==> src/hw/rtl/cbbl_pkg.sv <==
`timescale 1ns / 1ps
// ----------------------------------------------------------------------------
// cbbl_pkg
// Shared types and constants of the CAN button bit learner.
// ----------------------------------------------------------------------------
package cbbl_pkg;

  localparam int unsigned IdW      = 11;
  localparam int unsigned LenW     = 4;
  localparam int unsigned MaxBytes = 8;
  localparam int unsigned PayloadW = 8 * MaxBytes;
  localparam int unsigned ByteIdxW = 3;
  localparam int unsigned HitW     = 8;

  localparam int unsigned CfgIdxW  = 3;
  localparam int unsigned CfgDataW = 11;

  localparam logic [CfgIdxW-1:0] CfgConfirmHits = 3'd0;
  localparam logic [CfgIdxW-1:0] CfgBindValid   = 3'd1;
  localparam logic [CfgIdxW-1:0] CfgBindId      = 3'd2;
  localparam logic [CfgIdxW-1:0] CfgBindByte    = 3'd3;
  localparam logic [CfgIdxW-1:0] CfgBindMask    = 3'd4;

  localparam logic [HitW-1:0] ConfirmHitsReset = 8'd3;
  localparam logic [HitW-1:0] HitMax           = 8'hFF;

  // Queue between front and back
  localparam int unsigned QDepth = 2;
  localparam int unsigned QPtrW  = 1;
  localparam int unsigned QCntW  = 2;

  typedef enum logic [1:0] {
    OpClear    = 2'd0,
    OpBaseline = 2'd1,
    OpHunt     = 2'd2,
    OpPress    = 2'd3
  } op_e;

  typedef struct packed {
    op_e                 operation;
    logic [IdW-1:0]      frame_id;
    logic [LenW-1:0]     frame_len;
    logic [PayloadW-1:0] payload;
  } item_t;

  typedef struct packed {
    logic                hunt_done;
    logic                learned_valid;
    logic [IdW-1:0]      learned_id;
    logic [ByteIdxW-1:0] learned_byte;
    logic [7:0]          learned_mask;
    logic                is_pressed;
  } result_t;

  // A bit binding: used for the configured binding, the candidate and the
  // learned binding alike.
  typedef struct packed {
    logic                valid;
    logic [IdW-1:0]      id;
    logic [ByteIdxW-1:0] byte_sel;
    logic [7:0]          mask;
  } bind_t;

  // Classified item as it travels from front to back
  typedef struct packed {
    op_e                 op;
    logic [IdW-1:0]      frame_id;
    logic                is_pressed;
    logic [MaxBytes-1:0] byte_en;
    logic [PayloadW-1:0] payload;
  } entry_t;

endpackage

==> src/hw/rtl/cbbl_front.sv <==
`timescale 1ns / 1ps
// ----------------------------------------------------------------------------
// cbbl_front
// Classifies an accepted item: tracked byte enables and the press check
// answer against the configured binding.
// ----------------------------------------------------------------------------
module cbbl_front #(
  parameter int unsigned TrackedBytes = 8
) (
  input  logic              accept_i,
  input  cbbl_pkg::item_t   item_i,
  input  cbbl_pkg::bind_t   bind_i,
  output logic              push_o,
  output cbbl_pkg::entry_t  entry_o
);

  logic [7:0] bind_byte_val;
  logic       pressed;

  assign bind_byte_val = item_i.payload[bind_i.byte_sel * 8 +: 8];

  // Byte index must lie below the frame length, not below the tracked length
  assign pressed = bind_i.valid
                && (item_i.frame_id == bind_i.id)
                && ({1'b0, bind_i.byte_sel} < item_i.frame_len)
                && ((bind_byte_val & bind_i.mask) != 8'd0);

  always_comb begin
    entry_o.op         = item_i.operation;
    entry_o.frame_id   = item_i.frame_id;
    entry_o.is_pressed = pressed;
    entry_o.payload    = item_i.payload;
    for (int k = 0; k < int'(cbbl_pkg::MaxBytes); k++) begin
      entry_o.byte_en[k] = (k < int'(TrackedBytes))
                        && (cbbl_pkg::LenW'(k) < item_i.frame_len);
    end
  end

  assign push_o = accept_i;

endmodule

==> src/hw/rtl/cbbl_queue.sv <==
`timescale 1ns / 1ps
// ----------------------------------------------------------------------------
// cbbl_queue
// Short FIFO of classified items between the front and the back.
// ----------------------------------------------------------------------------
module cbbl_queue (
  input  logic              clk_i,
  input  logic              rst_ni,
  input  logic              push_i,
  input  cbbl_pkg::entry_t  entry_i,
  input  logic              pop_i,
  output logic              valid_o,
  output logic              full_o,
  output cbbl_pkg::entry_t  entry_o
);

  cbbl_pkg::entry_t                  slots_q [cbbl_pkg::QDepth];
  logic [cbbl_pkg::QPtrW-1:0]        wr_ptr_q, wr_ptr_d;
  logic [cbbl_pkg::QPtrW-1:0]        rd_ptr_q, rd_ptr_d;
  logic [cbbl_pkg::QCntW-1:0]        cnt_q, cnt_d;
  logic                              do_push, do_pop;

  assign valid_o = (cnt_q != '0);
  assign full_o  = (cnt_q == cbbl_pkg::QCntW'(cbbl_pkg::QDepth));
  assign entry_o = slots_q[rd_ptr_q];
  assign do_push = push_i && !full_o;
  assign do_pop  = pop_i && valid_o;

  always_comb begin
    wr_ptr_d = wr_ptr_q;
    rd_ptr_d = rd_ptr_q;
    cnt_d    = cnt_q;
    if (do_push) begin
      wr_ptr_d = (wr_ptr_q == cbbl_pkg::QPtrW'(cbbl_pkg::QDepth - 1)) ? '0 : wr_ptr_q + 1'b1;
    end
    if (do_pop) begin
      rd_ptr_d = (rd_ptr_q == cbbl_pkg::QPtrW'(cbbl_pkg::QDepth - 1)) ? '0 : rd_ptr_q + 1'b1;
    end
    if (do_push && !do_pop) begin
      cnt_d = cnt_q + 1'b1;
    end else if (do_pop && !do_push) begin
      cnt_d = cnt_q - 1'b1;
    end
  end

  always_ff @(posedge clk_i or negedge rst_ni) begin
    if (!rst_ni) begin
      wr_ptr_q <= '0;
      rd_ptr_q <= '0;
      cnt_q    <= '0;
    end else begin
      wr_ptr_q <= wr_ptr_d;
      rd_ptr_q <= rd_ptr_d;
      cnt_q    <= cnt_d;
    end
  end

  always_ff @(posedge clk_i) begin
    if (do_push) begin
      slots_q[wr_ptr_q] <= entry_i;
    end
  end

  a_no_push_full: assert property (@(posedge clk_i) disable iff (!rst_ni)
    full_o |-> !push_i)
    else $error("item pushed into a full queue");

endmodule

==> src/hw/rtl/cbbl_back.sv <==
`timescale 1ns / 1ps
// ----------------------------------------------------------------------------
// cbbl_back
// Carries out classified items: scans the id table memory one entry per
// cycle, updates the seen-bit masks, tracks the hunt candidate and forms
// the result.
// ----------------------------------------------------------------------------
module cbbl_back #(
  parameter int unsigned TableEntries = 32,
  parameter int unsigned TrackedBytes = 8
) (
  input  logic                          clk_i,
  input  logic                          rst_ni,
  input  logic                          q_valid_i,
  input  cbbl_pkg::entry_t              q_entry_i,
  output logic                          q_pop_o,
  input  logic [cbbl_pkg::HitW-1:0]     confirm_hits_i,
  output logic                          res_valid_o,
  output cbbl_pkg::result_t             res_o
);

  localparam int unsigned CntW  = $clog2(TableEntries + 1);
  localparam int unsigned IdxW  = (TableEntries > 1) ? $clog2(TableEntries) : 1;
  localparam int unsigned EverW = 8 * TrackedBytes;
  localparam int unsigned MemW  = cbbl_pkg::IdW + EverW;

  typedef enum logic [1:0] {
    StIdle,
    StScan,
    StExec
  } state_e;

  // Table memory: id in the upper bits, seen-bit mask below
  logic [MemW-1:0]            mem_q [TableEntries];
  logic [MemW-1:0]            rd_q;
  logic [IdxW-1:0]            rd_addr;
  logic                       we;
  logic [IdxW-1:0]            waddr;
  logic [MemW-1:0]            wdata;

  state_e                     state_q, state_d;
  cbbl_pkg::entry_t           cur_q, cur_d;
  logic [CntW-1:0]            cnt_q, cnt_d;
  logic [cbbl_pkg::HitW-1:0]  hit_q, hit_d;
  cbbl_pkg::bind_t            cand_q, cand_d;
  cbbl_pkg::bind_t            found_q, found_d;
  logic [CntW-1:0]            addr_q, addr_d;
  logic                       pend_q, pend_d;
  logic [IdxW-1:0]            ridx_q, ridx_d;
  logic                       match_q, match_d;
  logic [IdxW-1:0]            midx_q, midx_d;
  logic [EverW-1:0]           ever_q, ever_d;
  logic                       res_valid_q, res_valid_d;
  cbbl_pkg::result_t          res_q, res_d;

  logic [EverW-1:0]           new_bits;
  logic                       fresh_any;
  logic [cbbl_pkg::ByteIdxW-1:0] sel_byte;
  logic [7:0]                 sel_fresh;
  logic [7:0]                 sel_bit;
  logic                       emit, done, pressed;

  assign rd_addr = addr_q[IdxW-1:0];

  // Tracked payload bytes within the frame length, all others zero
  always_comb begin
    for (int k = 0; k < int'(TrackedBytes); k++) begin
      new_bits[k*8 +: 8] = cur_q.byte_en[k] ? cur_q.payload[k*8 +: 8] : 8'd0;
    end
  end

  // First byte holding unseen bits; walk down so the lowest byte wins
  always_comb begin
    fresh_any = 1'b0;
    sel_byte  = '0;
    sel_fresh = '0;
    for (int k = int'(TrackedBytes) - 1; k >= 0; k--) begin
      if ((new_bits[k*8 +: 8] & ~ever_q[k*8 +: 8]) != 8'd0) begin
        fresh_any = 1'b1;
        sel_byte  = cbbl_pkg::ByteIdxW'(k);
        sel_fresh = new_bits[k*8 +: 8] & ~ever_q[k*8 +: 8];
      end
    end
  end

  assign sel_bit = sel_fresh & (~sel_fresh + 8'd1);

  always_comb begin
    state_d     = state_q;
    cur_d       = cur_q;
    cnt_d       = cnt_q;
    hit_d       = hit_q;
    cand_d      = cand_q;
    found_d     = found_q;
    addr_d      = addr_q;
    pend_d      = 1'b0;
    ridx_d      = ridx_q;
    match_d     = match_q;
    midx_d      = midx_q;
    ever_d      = ever_q;
    res_valid_d = 1'b0;
    res_d       = res_q;
    q_pop_o     = 1'b0;
    we          = 1'b0;
    waddr       = '0;
    wdata       = '0;
    emit        = 1'b0;
    done        = 1'b0;
    pressed     = 1'b0;

    case (state_q)
      StIdle: begin
        if (q_valid_i) begin
          q_pop_o = 1'b1;
          cur_d   = q_entry_i;
          match_d = 1'b0;
          addr_d  = '0;
          case (q_entry_i.op)
            cbbl_pkg::OpClear: begin
              cnt_d   = '0;
              hit_d   = '0;
              cand_d  = '0;
              found_d = '0;
              emit    = 1'b1;
            end
            cbbl_pkg::OpPress: begin
              pressed = q_entry_i.is_pressed;
              emit    = 1'b1;
            end
            cbbl_pkg::OpHunt: begin
              if (found_q.valid) begin
                done = 1'b1;
                emit = 1'b1;
              end else if (cnt_q == '0) begin
                emit = 1'b1;
              end else begin
                state_d = StScan;
              end
            end
            default: begin
              state_d = (cnt_q == '0) ? StExec : StScan;
            end
          endcase
        end
      end

      StScan: begin
        if (pend_q && (rd_q[MemW-1 -: cbbl_pkg::IdW] == cur_q.frame_id)) begin
          match_d = 1'b1;
          midx_d  = ridx_q;
          ever_d  = rd_q[EverW-1:0];
          state_d = StExec;
        end else if (pend_q && ((CntW'(ridx_q) + 1'b1) == cnt_q)) begin
          match_d = 1'b0;
          state_d = StExec;
        end else begin
          // issue the next table read
          pend_d = (addr_q < cnt_q);
          ridx_d = addr_q[IdxW-1:0];
          addr_d = addr_q + 1'b1;
        end
      end

      StExec: begin
        emit    = 1'b1;
        state_d = StIdle;
        if (cur_q.op == cbbl_pkg::OpBaseline) begin
          if (match_q) begin
            we    = 1'b1;
            waddr = midx_q;
            wdata = {cur_q.frame_id, ever_q | new_bits};
          end else if (cnt_q < CntW'(TableEntries)) begin
            we    = 1'b1;
            waddr = cnt_q[IdxW-1:0];
            wdata = {cur_q.frame_id, new_bits};
            cnt_d = cnt_q + 1'b1;
          end
        end else if (match_q && fresh_any) begin
          if (cand_q.valid && (cand_q.id == cur_q.frame_id)
              && (cand_q.byte_sel == sel_byte) && (cand_q.mask == sel_bit)) begin
            hit_d = (hit_q == cbbl_pkg::HitMax) ? hit_q : hit_q + 1'b1;
            if (hit_d >= confirm_hits_i) begin
              found_d = cand_q;
              done    = 1'b1;
            end
          end else begin
            cand_d.valid    = 1'b1;
            cand_d.id       = cur_q.frame_id;
            cand_d.byte_sel = sel_byte;
            cand_d.mask     = sel_bit;
            hit_d           = cbbl_pkg::HitW'(1);
          end
        end
      end

      default: begin
        state_d = StIdle;
      end
    endcase

    if (emit) begin
      res_valid_d         = 1'b1;
      res_d.hunt_done     = done;
      res_d.is_pressed    = pressed;
      res_d.learned_valid = found_d.valid;
      res_d.learned_id    = found_d.id;
      res_d.learned_byte  = found_d.byte_sel;
      res_d.learned_mask  = found_d.mask;
    end
  end

  always_ff @(posedge clk_i or negedge rst_ni) begin
    if (!rst_ni) begin
      state_q     <= StIdle;
      cur_q       <= '0;
      cnt_q       <= '0;
      hit_q       <= '0;
      cand_q      <= '0;
      found_q     <= '0;
      addr_q      <= '0;
      pend_q      <= 1'b0;
      ridx_q      <= '0;
      match_q     <= 1'b0;
      midx_q      <= '0;
      ever_q      <= '0;
      res_valid_q <= 1'b0;
      res_q       <= '0;
    end else begin
      state_q     <= state_d;
      cur_q       <= cur_d;
      cnt_q       <= cnt_d;
      hit_q       <= hit_d;
      cand_q      <= cand_d;
      found_q     <= found_d;
      addr_q      <= addr_d;
      pend_q      <= pend_d;
      ridx_q      <= ridx_d;
      match_q     <= match_d;
      midx_q      <= midx_d;
      ever_q      <= ever_d;
      res_valid_q <= res_valid_d;
      res_q       <= res_d;
    end
  end

  always_ff @(posedge clk_i) begin
    rd_q <= mem_q[rd_addr];
    if (we) begin
      mem_q[waddr] <= wdata;
    end
  end

  assign res_valid_o = res_valid_q;
  assign res_o       = res_q;

  a_done_learned: assert property (@(posedge clk_i) disable iff (!rst_ni)
    (res_valid_q && res_q.hunt_done) |-> res_q.learned_valid)
    else $error("hunt done without a learned binding");

  a_cnt_range: assert property (@(posedge clk_i) disable iff (!rst_ni)
    cnt_q <= CntW'(TableEntries))
    else $error("table entry count beyond table size");

  a_scan_nonempty: assert property (@(posedge clk_i) disable iff (!rst_ni)
    (state_q == StScan) |-> (cnt_q != '0))
    else $error("table scan on an empty table");

  a_one_result: assert property (@(posedge clk_i) disable iff (!rst_ni)
    res_valid_q |=> !res_valid_q)
    else $error("two results in consecutive cycles");

endmodule

==> src/hw/rtl/can_button_bit_learner.sv <==
`timescale 1ns / 1ps
// ----------------------------------------------------------------------------
// can_button_bit_learner
// Learns which CAN frame payload bit a button sets from baseline and hunt
// frames, and checks frames against a configured binding.
// ----------------------------------------------------------------------------
// One item at a time: start is taken while busy is low and busy stays
// high until the item's single result has been strobed on result_valid_o
// for one cycle; the receiver cannot stall it, so capture the result then.
// Clear, press check, hunt after a binding is learned and hunt on an empty
// table are answered without a table scan. Baseline and other hunt items
// scan the id table through the single read port of the table memory, one
// entry per cycle, until the id is found or all entries are read (baseline
// on an empty table skips the scan). Configuration must be written through
// cfg_we_i while busy is low; the block itself does not enforce this.
// ----------------------------------------------------------------------------
module can_button_bit_learner #(
  parameter int unsigned TableEntries = 32,
  parameter int unsigned TrackedBytes = 8
) (
  input  logic                           clk_i,
  input  logic                           rst_ni,
  input  logic                           start,
  output logic                           busy,
  input  cbbl_pkg::item_t                item_i,
  output logic                           result_valid_o,
  output cbbl_pkg::result_t              result_o,
  input  logic                           cfg_we_i,
  input  logic [cbbl_pkg::CfgIdxW-1:0]   cfg_idx_i,
  input  logic [cbbl_pkg::CfgDataW-1:0]  cfg_data_i
);

  logic                       busy_q, busy_d;
  logic                       accept;
  logic [cbbl_pkg::HitW-1:0]  confirm_q;
  cbbl_pkg::bind_t            bind_q;

  logic                       push;
  cbbl_pkg::entry_t           push_entry;
  logic                       q_valid, q_full, q_pop;
  cbbl_pkg::entry_t           q_entry;

  assign accept = start && !busy_q;
  assign busy   = busy_q;

  always_comb begin
    busy_d = busy_q;
    if (accept) begin
      busy_d = 1'b1;
    end else if (result_valid_o) begin
      busy_d = 1'b0;
    end
  end

  always_ff @(posedge clk_i or negedge rst_ni) begin
    if (!rst_ni) begin
      busy_q    <= 1'b0;
      confirm_q <= cbbl_pkg::ConfirmHitsReset;
      bind_q    <= '0;
    end else begin
      busy_q <= busy_d;
      if (cfg_we_i) begin
        case (cfg_idx_i)
          cbbl_pkg::CfgConfirmHits: confirm_q       <= cfg_data_i[7:0];
          cbbl_pkg::CfgBindValid:   bind_q.valid    <= cfg_data_i[0];
          cbbl_pkg::CfgBindId:      bind_q.id       <= cfg_data_i;
          cbbl_pkg::CfgBindByte:    bind_q.byte_sel <= cfg_data_i[2:0];
          cbbl_pkg::CfgBindMask:    bind_q.mask     <= cfg_data_i[7:0];
          default: ;
        endcase
      end
    end
  end

  cbbl_front #(
    .TrackedBytes (TrackedBytes)
  ) u_front (
    .accept_i (accept),
    .item_i   (item_i),
    .bind_i   (bind_q),
    .push_o   (push),
    .entry_o  (push_entry)
  );

  cbbl_queue u_queue (
    .clk_i   (clk_i),
    .rst_ni  (rst_ni),
    .push_i  (push),
    .entry_i (push_entry),
    .pop_i   (q_pop),
    .valid_o (q_valid),
    .full_o  (q_full),
    .entry_o (q_entry)
  );

  cbbl_back #(
    .TableEntries (TableEntries),
    .TrackedBytes (TrackedBytes)
  ) u_back (
    .clk_i          (clk_i),
    .rst_ni         (rst_ni),
    .q_valid_i      (q_valid),
    .q_entry_i      (q_entry),
    .q_pop_o        (q_pop),
    .confirm_hits_i (confirm_q),
    .res_valid_o    (result_valid_o),
    .res_o          (result_o)
  );

  a_result_in_flight: assert property (@(posedge clk_i) disable iff (!rst_ni)
    result_valid_o |-> busy_q)
    else $error("result without an item in flight");

  a_queue_room: assert property (@(posedge clk_i) disable iff (!rst_ni)
    accept |-> !q_full)
    else $error("item accepted with the queue full");

endmodule
==> config.mk <==
export PLATFORM = sky130hd
export DESIGN_NAME = can_button_bit_learner
export DESIGN_NICKNAME = d
export VERILOG_FILES = /design/src/hw/rtl/cbbl_pkg.sv /design/src/hw/rtl/cbbl_front.sv /design/src/hw/rtl/cbbl_queue.sv /design/src/hw/rtl/cbbl_back.sv /design/src/hw/rtl/can_button_bit_learner.sv
export SDC_FILE = /design/constraint.sdc
export NUM_CORES = 2
export LEC_CHECK = 0
export ABC_AREA = 0
export BUFFER_PORTS_ARGS = -buffer_cell sky130_fd_sc_hd__buf_4
export CAP_MARGIN = 40
export CORE_MARGIN = 2
export CORE_UTILIZATION = 25
export DETAILED_ROUTE_END_ITERATION = 8
export PLACE_DENSITY = 0.4
export SLEW_MARGIN = 20
export SYNTH_ARGS = -nofsm -noshare
export SYNTH_HDL_FRONTEND = slang
export SYNTH_SLANG_ARGS = --single-unit
==> constraint.sdc <==
create_clock -name clk_i -period 11.9 [get_ports clk_i]
set_input_delay 0 -clock clk_i [delete_from_list [all_inputs] [get_ports clk_i]]
set_output_delay 0 -clock clk_i [all_outputs]
set_load 0.01 [all_outputs]
# Word-level counts from Yosys, hierarchy flattened
# Memories as Yosys holds them, arrays and structs flattened. A register that Yosys moved wholly into a read port is not among the register bits.
# Cells that the tools add are included.
# op_classes
bitwise_logic,22
mul,0
n_mux,118
n_addsub,9
eq_ne,31
order_cmp,12
shifts,1
reduce_logical,51
div_mod_pow,0
# op_table
cell,n
$mux 75,4
$mux 23,11
$mux 8,22
$pmux 23 s2,2
$and 8x8->8,10
$not 8->8,9
$reduce_bool 8->1,9
$or 64x64->64,1
$shiftx 64x7->8,1
$mux 6,8
$mux 1,42
$eq 11x11->1,3
$mux 3,8
$pmux 6 s2,2
$mux 5,4
$add 8x1->8 const B,2
$lt 3x4->1 const A,4
$mux 2,8
$ne 2x2->1 const B,8
$pmux 8 s2,1
$logic_and 1x1->1,14
$reduce_and 2->1,7
$add 6x1->6 const B,2
$reduce_and 6->1,2
34 further kinds,60
# word_totals
latch_bits,0
romBits,0
n_memories,2
ff_bits,291
wordCells,283
output_inout_bits,27
ram_bits,2572
input_bits,99
# memory_table
name,words,word_bits,read_ports,rd_clocked_by_memory_dff,write_ports,line,rtl
u_back.mem_q,32,75,1,1,1,cbbl_back.sv:34,logic [MemW-1:0] mem_q [TableEntries];
u_queue.slots_q,2,86,1,0,1,cbbl_queue.sv:17,cbbl_pkg::entry_t slots_q [cbbl_pkg::QDepth];

# Longest topological paths before layout
# depth
depth_word,20
depth_mapped,18
depth_no_buf,17

# Hierarchy
# A second synthesis with hierarchy kept.
# unflattened
hier_cells,5551
hier_area_um2,114986.5
# by_module_without_submodules
module,cells_per_inst,n_inst,area_each_um2,seq_area_each_um2
cbbl_back,5040,1,105797.7,79951.7
cbbl_queue,287,1,6525.0,5265.0
cbbl_front,151,1,1412.6,0.0
can_button_bit_learner,73,1,1251.2,803.3

# Worst setup path after synthesis
# OpenSTA, ideal clock, no wires.
# synth_timing
kind,register -> register
from,reg u_back.state_q[0]
to,mem u_back.mem_q[20][0] (netlist name) (enable)
setup_time_ps,509
synth_period_minus_slack_ps,4992
stages_incl_launch_ff,7
path_buffers,2
slack_ps,6908
arrival_ps,4483
cell_sequence,dfrtp_1 > buf_2 > or3_1 > clkbuf_1 > nor2_1 > nand2_1 > nor2_1
# synth_via
elab_chain_cells,4
word_cells_on_any_way,5
classes_between,1 x eq/ne; 4 x mux
# synth_rtl
element,line,rtl
from (decl),cbbl_back.sv:41,"state_e state_q, state_d;"
from (signal assigned),cbbl_back.sv:214,state_q <= StIdle;
from (signal assigned),cbbl_back.sv:229,state_q <= state_d;
$eq 2x2->1 *,cbbl_back.sv:111,case (state_q)
$mux 1,cbbl_back.sv:111,
$mux 1,cbbl_back.sv:248,if (we) begin
$mux 1 (implied by the code),cbbl_back.sv:249,mem_q[waddr] <= wdata;
to (decl),cbbl_back.sv:34,
# Every way passes the cells marked *; elsewhere a longest branch is shown, timed or not.

# Worst setup path after layout
# layout_timing
from,reg u_back.cur_q[19] (netlist name)
to,reg u_back.hit_q[0] (netlist name)
# layout_via
elab_chain_cells,15
word_cells_on_any_way,26
classes_between,1 x add/sub; 3 x eq/ne; 14 x mux; 3 x bitwise; 5 x reduce/logical
# layout_rtl
element,line,rtl
from (decl),cbbl_back.sv:42,"cbbl_pkg::entry_t cur_q, cur_d;"
from (signal assigned),cbbl_back.sv:230,cur_q <= cur_d;
$mux 8 *,cbbl_back.sv:68,new_bits[k*8 +: 8] = cur_q.byte_en[k] ? cur_q.payload[k*8 +: 8] : 8'd0;
$and 8x8->8 *,"cbbl_back.sv:78, cbbl_back.sv:81",
$reduce_bool 8->1,cbbl_back.sv:78,if ((new_bits[k*8 +: 8] & ~ever_q[k*8 +: 8]) != 8'd0) begin
$mux 8 (3 in series),cbbl_back.sv:78,
$not 8->8,cbbl_back.sv:86,assign sel_bit = sel_fresh & (~sel_fresh + 8'd1);
$add 8x1->8,cbbl_back.sv:86,
$and 8x8->8,cbbl_back.sv:86,
$eq 8x8->1,cbbl_back.sv:180,&& (cand_q.byte_sel == sel_byte) && (cand_q.mask == sel_bit)) begin
$logic_and 1x1->1,cbbl_back.sv:180,
$mux 8,cbbl_back.sv:179,if (cand_q.valid && (cand_q.id == cur_q.frame_id)
$mux 8,cbbl_back.sv:178,end else if (match_q && fresh_any) begin
$mux 8,cbbl_back.sv:167,if (cur_q.op == cbbl_pkg::OpBaseline) begin
$pmux 8 s2,cbbl_back.sv:111,
to (signal assigned),cbbl_back.sv:232,hit_q <= hit_d;
to (decl),cbbl_back.sv:44,"logic [cbbl_pkg::HitW-1:0] hit_q, hit_d;"
# Every way passes the cells marked *; elsewhere a longest branch is shown, timed or not. The select of a mux whose other input is x is not followed.
# A chain may end at the register's enable or synchronous reset.

==> flow_results.xml <==
<?xml version="1.0" encoding="UTF-8"?>
<metrics>
  <group name="critical_path">
    <metric name="category_of_the_worst_setup_path_launch_point" unit="">flip-flop</metric>
    <metric name="worstPathArrival" unit="ns">5.61</metric>
    <metric name="endpoint_kind" unit="">flip-flop</metric>
    <metric name="crit_fanout" unit="">13</metric>
    <metric name="critPathKind" unit="">reg -&gt; reg</metric>
    <metric name="worst-endpoint-required" unit="ns">12.69</metric>
    <metric name="r2r.worst_path.cells" unit="">12</metric>
    <metric name="rrSetupSlack" unit="ns">7.08</metric>
  </group>
  <group name="grt">
    <metric name="total_gr_overflow" unit="">0</metric>
    <metric name="gr-usage-all-layers" unit="%">16.1</metric>
    <metric name="grt_pass1_vias" unit="">60208</metric>
    <metric name="first_pass_grt_wire_length" unit="um">520000</metric>
    <metric name="grt_start_max_net_pins" unit="">116</metric>
    <metric name="grt_antenna_before_repair" unit="">34</metric>
  </group>
  <group name="logic_synthesis">
    <metric name="synth-seq-cells" unit="">2938</metric>
    <metric name="synth-edff-count" unit="">2572</metric>
    <metric name="yosys_most_used_dff" unit="">edfxtp_1</metric>
    <metric name="synth_fp_nets" unit="">5530</metric>
    <metric name="synth_top_cells_by_area" unit="">edfxtp_1, mux4_2, dfrtp_1</metric>
    <metric name="synth_cells" unit="">5406</metric>
    <metric name="synth.cell_area" unit="um2">114000</metric>
    <metric name="yosys.area.top_type_share" unit="%">67.9</metric>
    <metric name="synth-seq-area-share" unit="%">75.6</metric>
    <metric name="synth.cells.most_frequent" unit="">edfxtp_1, mux4_2, dfrtp_1</metric>
    <metric name="synth.most_common_cell" unit="">edfxtp_1</metric>
    <metric name="ys_async_sr_fraction" unit="%">9.90</metric>
    <metric name="synth-warning-count" unit="">0</metric>
    <metric name="synth_unique_cells" unit="">80</metric>
    <metric name="yosys.area.top_type" unit="">edfxtp_1</metric>
    <metric name="avgSynthCellArea" unit="um2">21.1</metric>
  </group>
  <group name="power">
    <metric name="total_power" unit="mW">29.0</metric>
    <metric name="power_switching_share" unit="%">29.2</metric>
    <metric name="p_leak" unit="nW">44.5</metric>
    <metric name="cell_internal_pwr" unit="mW">20.5</metric>
    <metric name="ir_worst_vdd" unit="V">0.000159</metric>
    <metric name="combPwrFrac" unit="%">22.0</metric>
    <metric name="power_spent_charging_and_discharging_nets" unit="mW">8.47</metric>
    <metric name="p_clk_share" unit="%">35.9</metric>
    <metric name="share_seq_of_total_power" unit="%">42.2</metric>
    <metric name="p_per_area" unit="nW/um2">209</metric>
  </group>
  <group name="detailed_routing">
    <metric name="viasPerCell" unit="">4.67</metric>
    <metric name="wl" unit="um">378000</metric>
    <metric name="dr.pass1.iters" unit="">5</metric>
    <metric name="detail-route-antenna-nets" unit="">0</metric>
    <metric name="post_drt_wl_per_cell" unit="um">30.5</metric>
    <metric name="drc" unit="">0</metric>
    <metric name="detailroute.via_count" unit="">57772</metric>
    <metric name="drt_iter0_drc" unit="">5125</metric>
  </group>
  <group name="clocking">
    <metric name="worst_skew_pair.late_latency" unit="ns">0.97</metric>
    <metric name="htreeDepth" unit="">5</metric>
    <metric name="hold_buffers" unit="">203</metric>
    <metric name="clockBufferDepth" unit="">4</metric>
    <metric name="cts-root-buf" unit="">clkbuf_16</metric>
    <metric name="cts.sinks" unit="">2938</metric>
    <metric name="number_of_buffers_created_by_cts" unit="">342</metric>
    <metric name="cts_tree" unit="">yes</metric>
    <metric name="cts.clk_slew.worst_paths" unit="ns">0.06</metric>
    <metric name="postCtsSetupRepairBufs" unit="">0</metric>
    <metric name="post_cts_resize_count" unit="">0</metric>
  </group>
  <group name="die">
    <metric name="initial_utilization" unit="%">25.1</metric>
    <metric name="dieWidth" unit="um">679</metric>
    <metric name="fp.coreArea" unit="um2">453000</metric>
    <metric name="io_pins" unit="">126</metric>
    <metric name="floorplan.die_area" unit="um2">461000</metric>
    <metric name="dieHeight" unit="um">679</metric>
    <metric name="core.rowCount" unit="">247</metric>
  </group>
  <group name="layout">
    <metric name="num-nets-final" unit="">6192</metric>
    <metric name="layout-area-overhead-vs-synth" unit="%">21.6</metric>
    <metric name="drive_gt1_share" unit="%">30.7</metric>
  </group>
  <group name="min_path">
    <metric name="hold_depth" unit="">3</metric>
    <metric name="worstHoldPathType" unit="">in -&gt; reg</metric>
  </group>
  <group name="timing">
    <metric name="tns" unit="ns">0</metric>
    <metric name="tightestPinTransition" unit="ns">1.19</metric>
    <metric name="final.min_clock_period" unit="ns">4.82</metric>
    <metric name="rsz0062_at_grt" unit="">no</metric>
    <metric name="report.final.setup_viol" unit="">0</metric>
    <metric name="max_freq" unit="MHz">207</metric>
    <metric name="final_max_slew_viol_count" unit="">0</metric>
    <metric name="fin_skew" unit="ns">0.0838</metric>
    <metric name="fin_crit_sh" unit="%">40.5</metric>
    <metric name="max-slew-margin-rel" unit="%">20.7</metric>
    <metric name="timing_hold_violations_final" unit="">0</metric>
    <metric name="fin_worst_hold_slack" unit="ns">0.0857</metric>
  </group>
  <group name="placement">
    <metric name="finalWeightedCongestion" unit="">0.795</metric>
    <metric name="numPortBuffers" unit="">125</metric>
    <metric name="dp_hpwl" unit="um">227000</metric>
  </group>
  <group name="flow_run">
    <metric name="maxCapViolations" unit="">0</metric>
  </group>
  <group name="outcome">
    <metric name="run_status" unit="">complete, no violations</metric>
  </group>
</metrics>
## power by group through the flow
stage	Combinational [mW]	Clock, mW	Sequential (mW)
final	6.36	10.4	12.2
after global routing	6.80	11.1	12.3
after CTS	6.51	10.7	12.2
after detailed placement	6.41	0	12.4
after global placement	6.29	0	12.5
after floorplan	4.16	0	12.1
## registers in the layout, summed over array words and instances (netlist names)
name	count
u_back.midx_q	5
u_queue.wr_ptr_q	1
confirm_q	8
u_back.ridx_q	5
u_back.rd_q	75
u_back.state_q	2
bind_q	23
u_back.cnt_q	6
u_back.pend_q	1
u_back.res_valid_o	1
u_back.match_q	1
u_back.found_q	23
u_back.res_o	25
u_back.cur_q	85
u_back.ever_q	64
u_back.cand_q	23
u_queue.rd_ptr_q	1
u_back.hit_q	8
u_queue.slots_q	172
u_back.addr_q	6
u_queue.cnt_q	2
busy	1
u_back.mem_q	2400
## path summary, 6_finish.rpt
kind	start	endpoint
max reg2reg	u_back.cur_q[19]$_DFFE_PN0P_	u_back.hit_q[0]$_DFFE_PN0P_
min reg2reg	u_back.rd_q[11]$_DFF_P_	u_back.ever_q[11]$_DFFE_PN0P_
max in group asynchronous	rst_ni	u_back.ever_q[38]$_DFFE_PN0P_
max	u_back.cur_q[19]$_DFFE_PN0P_	u_back.hit_q[0]$_DFFE_PN0P_
min	item_i[67]	u_queue.slots_q[0][69]$_DFFE_PP_
min in group asynchronous	rst_ni	busy$_DFFE_PN0P_
## metrics by stage
step | setup slack (ns) | util [%] | cells | instance area [um2]
global placement | 7.11 | 27.2 | 11411 | 123000
floorplan | 6.91 | - | 5406 | 114000
detailed placement | 7.17 | 27.6 | 11489 | 125000
global route | 6.88 | 30.6 | 12373 | 138000
CTS | 7.11 | 30.5 | 12321 | 138000
finish | 7.08 | 30.6 | 12380 | 138000
## per-layer routing
metal / wire (um) / vias up / part of all wire [%] / global-route usage (%)
li1: - / 23742 / - / -
met1: 166000 / 32165 / 44 / 21.9
met4: 11600 / 0 / 3.1 / 4.83
met5: 0 / - / 0 / 0
met3: 14600 / 460 / 3.9 / 1.81
met2: 186000 / 1405 / 49 / 27.2
## cell usage in the layout, fill, tap and decap left out, types with 97 or more instances in the layout
cell | synthesis | final
o21ai_0 | 129 | 129
dlygate4sd3_1 | 0 | 202
nand2_1 | 262 | 262
dfrtp_1 | 289 | 281
clkbuf_16 | 0 | 350
mux4_2 | 766 | 766
buf_4 | 1 | 305
nor2_1 | 138 | 97
edfxtp_1 | 2572 | 2572
mux2_2 | 178 | 178
## kinds of logic after synthesis
| family | Yosys count | synth area share [%] |
|---|---|---|
| AOI/OAI and AO/OA | 408 | 2.41 |
| xor gates and xnor gates | 54 | 0.416 |
| adders and majority gates | 25 | 0.275 |
| buffers and inverters | 338 | 1.14 |
| DFF | 2938 | 75.6 |
| muxes | 1032 | 17.7 |
| and+or+nand+nor | 611 | 2.48 |
## critical path: stages (launching register included)
cell and delay, ns:
dfrtp_1 0.39, nor2b_1 0.15, a2111oi_2 0.68, a21bo_1 0.44, nand4_2 0.37, a211oi_1 0.46, nor4_1 0.13, and3_1 0.32
a311oi_4 0.36, o2111ai_1 0.28, and2_1 0.45, buf_8 0.26, or3_1 0.36
## cell type report
class | instances | area (um2)
fill | 43732 | 315000
clock buffer | 465 | 9380
antenna | 51 | 128
tap | 5976 | 7480
clock inverter | 164 | 1700
timing repair buffer | 604 | 6410
sequential | 2938 | 86000
inverter | 52 | 200
multi-input combinational | 2130 | 27100
No activity file was read; power rests on OpenSTA's default activity.
